==> src/indexed_min_heap_queue_unit_assert.svh <==
// Assertion helpers for the indexed min-heap queue.
// Both macros clock on clk and are disabled while arst_n is low.
`ifndef INDEXED_MIN_HEAP_QUEUE_UNIT_ASSERT_SVH
`define INDEXED_MIN_HEAP_QUEUE_UNIT_ASSERT_SVH

// Checks that an expression holds at every clock edge.
`define IMHQ_ASSERT(lbl, expr, msg) \
	lbl: assert property (@(posedge clk) disable iff (!arst_n) (expr)) else $error(msg);

// Checks that when ante holds, cons holds in the next cycle.
`define IMHQ_ASSERT_NEXT(lbl, ante, cons, msg) \
	lbl: assert property (@(posedge clk) disable iff (!arst_n) (ante) |=> (cons)) else $error(msg);

`endif

==> src/imhq_ram.sv <==
// simple dual-port RAM, one write port, one registered read port
module imhq_ram #(
	parameter int WIDTH = 8,
	parameter int DEPTH = 256,
	parameter int AW    = $clog2(DEPTH)
) (
	input  logic             clk,
	input  logic             we,
	input  logic [AW-1:0]    waddr,
	input  logic [WIDTH-1:0] wdata,
	input  logic [AW-1:0]    raddr,
	output logic [WIDTH-1:0] rdata
);
	logic [WIDTH-1:0] mem [DEPTH];

	always_ff @(posedge clk) begin
		if (we) begin
			mem[waddr] <= wdata;
		end
	end

	always_ff @(posedge clk) begin
		rdata <= mem[raddr];
	end
endmodule

==> config.mk <==
export PLATFORM = sky130hd
export DESIGN_NAME = imhq_ram
export DESIGN_NICKNAME = d
export VERILOG_FILES = /design/src/indexed_min_heap_queue_unit_assert.svh /design/src/imhq_ram.sv
export SDC_FILE = /design/constraint.sdc
export NUM_CORES = 2
export LEC_CHECK = 0
export BUFFER_PORTS_ARGS = -buffer_cell sky130_fd_sc_hd__buf_2
export CORE_MARGIN = 2
export CORE_UTILIZATION = 40
export CTS_CLUSTER_SIZE = 24
export DETAILED_ROUTE_END_ITERATION = 7
export HOLD_SLACK_MARGIN = 0.12
export SYNTH_ARGS = -nofsm -noshare
export SYNTH_HDL_FRONTEND = slang
export SYNTH_SLANG_ARGS = --single-unit
==> constraint.sdc <==
create_clock -name clk -period 7.1 [get_ports clk]
set_input_delay 1.775 -clock clk [delete_from_list [all_inputs] [get_ports clk]]
set_output_delay 1.775 -clock clk [all_outputs]
set_load 0.02 [all_outputs]
==> results.md <==
- Outcome: finished clean
- Starting Density: 40.3%
- CTS resizes: 0
- Die width: 450 microns
- Reg2Reg Setup Slack: 3830 ps
- Worst setup EP type: flop
- Mapped Cells: 3733
- Inst Count DP: 6265
- Slew Viols, Final: 0
- Post CTS Setup Buffer Count: 0
- Asr flop ratio synth: 0%
- Pleak: 26.9 nW
- Non-Filler Instances: 6643
- Slew @ Worst Pin: about 1400 ps
- DR pass1 iterations: 6
- Synth Cell Area: 79600 sq um
- Combinational family with the most area after synthesis: multiplexers
- Fin util: 45.0%
- Final Skew: 30.6 ps
- Reg2reg end: rdata[3]$_DFF_P_
- Post-synth top area cell: edfxtp_1
- Synth cell count leaders: edfxtp_1, mux4_2, nor2_1
- Cell Chain, Critical Path: buf_4 > buf_4 > nor2b_4 > buf_4 > a22o_1 > a221oi_1 > o221ai_1 > a211oi_1 > nor4_1
- Final number of hold-violating endpoints: 0
- Critical Path Max Stage Delay: approximately 1200 ps
- Final min period: 5140 ps
- Peak VDD IR: a little over 0.3 mV
- Placed inst area: 82600 sq um
- Post-synthesis xor/xnor area fraction: 0%
- Critical Path AT: 5790 ps
- Slowest library cell on the worst path: a211oi_1
- Vias in the first global route: 38400
- Setup violators final: 0
- Worst slew margin: 4.86%
- All-Layer GR Usage: 19.3%
- Root buffer cell: clkbuf_16
- Vias: 38400
- MaxCap Viol Count: 0
- DP Wirelength: 120 mm
- Io pins: 34
- Post-route DRC: 0
- Count leader, synth: edfxtp_1
- FMAX: 195 MHz
- Post-CTS Hold Buffers: 0
- Initial antenna violation count: 16
- Largest net degree at the start of global routing: 185
- Data required time of the worst path: 7750 ps
- Pwr/cell area: around 280 nW/um^2
- Htree depth: 4
- Grt ovf: 0
- Layout Nets: roughly 3900
- Critical setup path kind: in -> reg
- # rows: 163
- Hold depth: 6
- Core Area: ~200000 sq um
- First-pass GRT wire length: 282 mm
- Worst Hold End: rdata[6]$_DFF_P_
- Sequential Area: 61700 sq um
- Die H: 450 microns
- Cell variety after synth: 55
- Clk sinks: 2056
- Routed Antenna Nets: 0
- GP Congestion: 0.841
- Iteration-0 DRC Markers: 4701
- Avg WL per Cell: 29.7 microns
- Post-Synth Simple-Gate Area: 2.63%
- Setup crit start kind: primary input
- Area of the multi-input gates: 16500 sq um
- PortBufs: 33
- Die footprint: 202000 sq um
- Layout Cell Area excl Fill: 88800 sq um
- Synth Area in Compound Gates: between 3 and 4%
- Fillers: 16700
- Post-Syn Nets: 3759
- Sum of negative setup slack: 0 ps
- Clock transition at the registers of the reported paths: 60 ps
- Overall routed net length: 197 mm
- Syn-to-layout area delta: 11.6%
- Top cell type's share of synthesized area: 77.3%
- Reg-to-Reg Start: mem[27][3]$_DFFE_PP_
- Period utilization: 72.4%
- Maximum clock path buffer count: 3
- Synth top area cells: edfxtp_1, mux4_2, mux2i_1
- Hold WC Path Type: reg -> reg
- TritonCTS Buffers: 200
- R2R cell count: 6
- Post-synthesis adder-cell area fraction: 0%
- #FFs+latches synth: 2056
- Layout cells sized above 1: 21.7%
- RSZ-0062 raised after global routing: no
- Critical path peak fanout: 30
- Post-synthesis mux area share: 14.6%
- CTS tree: built
- EDFF count, synth: 2048
- Most used DFF post-synth: edfxtp_1
- Post-synthesis sequential area ratio: 77.5%
- Syn avg cell area: 21.3 sq um
- Latest clock arrival within the worst-skew pair: 850 ps
- Synthesis Warnings: 0
- HP Start: mem[7][6]$_DFFE_PP_
- Most used cell, CP: buf_4
- Drt via density: roughly 5.8
-- registers in the layout, summed over array words and instances, names as in the netlist --
| name | cells |
|---|---|
| mem | 2048 |
| rdata | 8 |
-- metrics by stage --
| step | setup slack (ps) | hold slack (ps) | power [mW] |
|---|---|---|---|
| after floorplan | 3390 | 770 | 14.3 |
| after global placement | 1120 | 1070 | 14.9 |
| after detailed placement | 1170 | 1050 | 14.9 |
| after CTS | 2060 | 1070 | 24.9 |
| after global routing | 2060 | 1160 | 25.4 |
| final | 1960 | 1100 | 24.7 |
-- cell families after synthesis --
family / Yosys count
buf+inv: 235
mux: 591
compound gates: 385
simple gates: 466
flops: 2056
-- cell usage in the layout (no fill, tap or decap), types with 50 or more instances in the layout --
| cell type | count |
|---|---|
| edfxtp_1 | 2048 |
| mux4_2 | 454 |
| nor2_1 | 279 |
| clkbuf_16 | 203 |
| mux2i_1 | 134 |
| a22oi_1 | 133 |
| a21oi_1 | 95 |
| buf_4 | 83 |
| clkbuf_1 | 56 |
| clkinv_1 | 50 |
-- metal layers --
layer | vias up | share of wire [%] | GRT usage [%]
li1 | 15900 | - | -
met5 | - | 0.0066 | 0
met1 | 20800 | 42 | 27.3
met2 | 1501 | 49 | 30.5
met3 | 263 | 7.1 | 3.59
met4 | 2 | 2.4 | 5.57
-- layout make-up --
type | instances | area share [%]
repair buffers | 125 | 1.24
inverters | 2 | 0.00846
multi-input cells | 1442 | 18.6
well taps | 2640 | 3.72
diodes | 8 | 0.0226
clock inverters | 109 | 0.957
flip-flops and latches | 2056 | 69.5
clock buffers | 261 | 5.99
-- worst max-delay path by stage --
| stage | startpoint | endpoint | slack (ps) | cells after the start |
|---|---|---|---|---|
| 2_1_floorplan | raddr[0] | rdata[2]$_DFF_P_ | 3390 | 9 |
| 3_3_place_gp | raddr[0] | rdata[6]$_DFF_P_ | 1120 | 7 |
| 3_5_place_dp | raddr[2] | rdata[3]$_DFF_P_ | 1170 | 9 |
| 4_1_cts | raddr[2] | rdata[3]$_DFF_P_ | 2060 | 9 |
| 5_1_grt | raddr[2] | rdata[3]$_DFF_P_ | 2060 | 9 |
| 6_report | raddr[2] | rdata[3]$_DFF_P_ | 1960 | 9 |
-- power breakdown --
part	leakage [nW]	internal, mW	switching, mW
Sequential	18.5	13.4	0.0298
Clock	3.00	5.58	4.50
Combinational	5.46	0.394	0.800
Total	26.9	19.4	5.34
-- critical path, delay by kind of cell --
family	cells	cell delay [ps]
buf+inv	3	1320
simple gates	2	440
compound gates	4	2130
(Power assumes the default switching activity.)
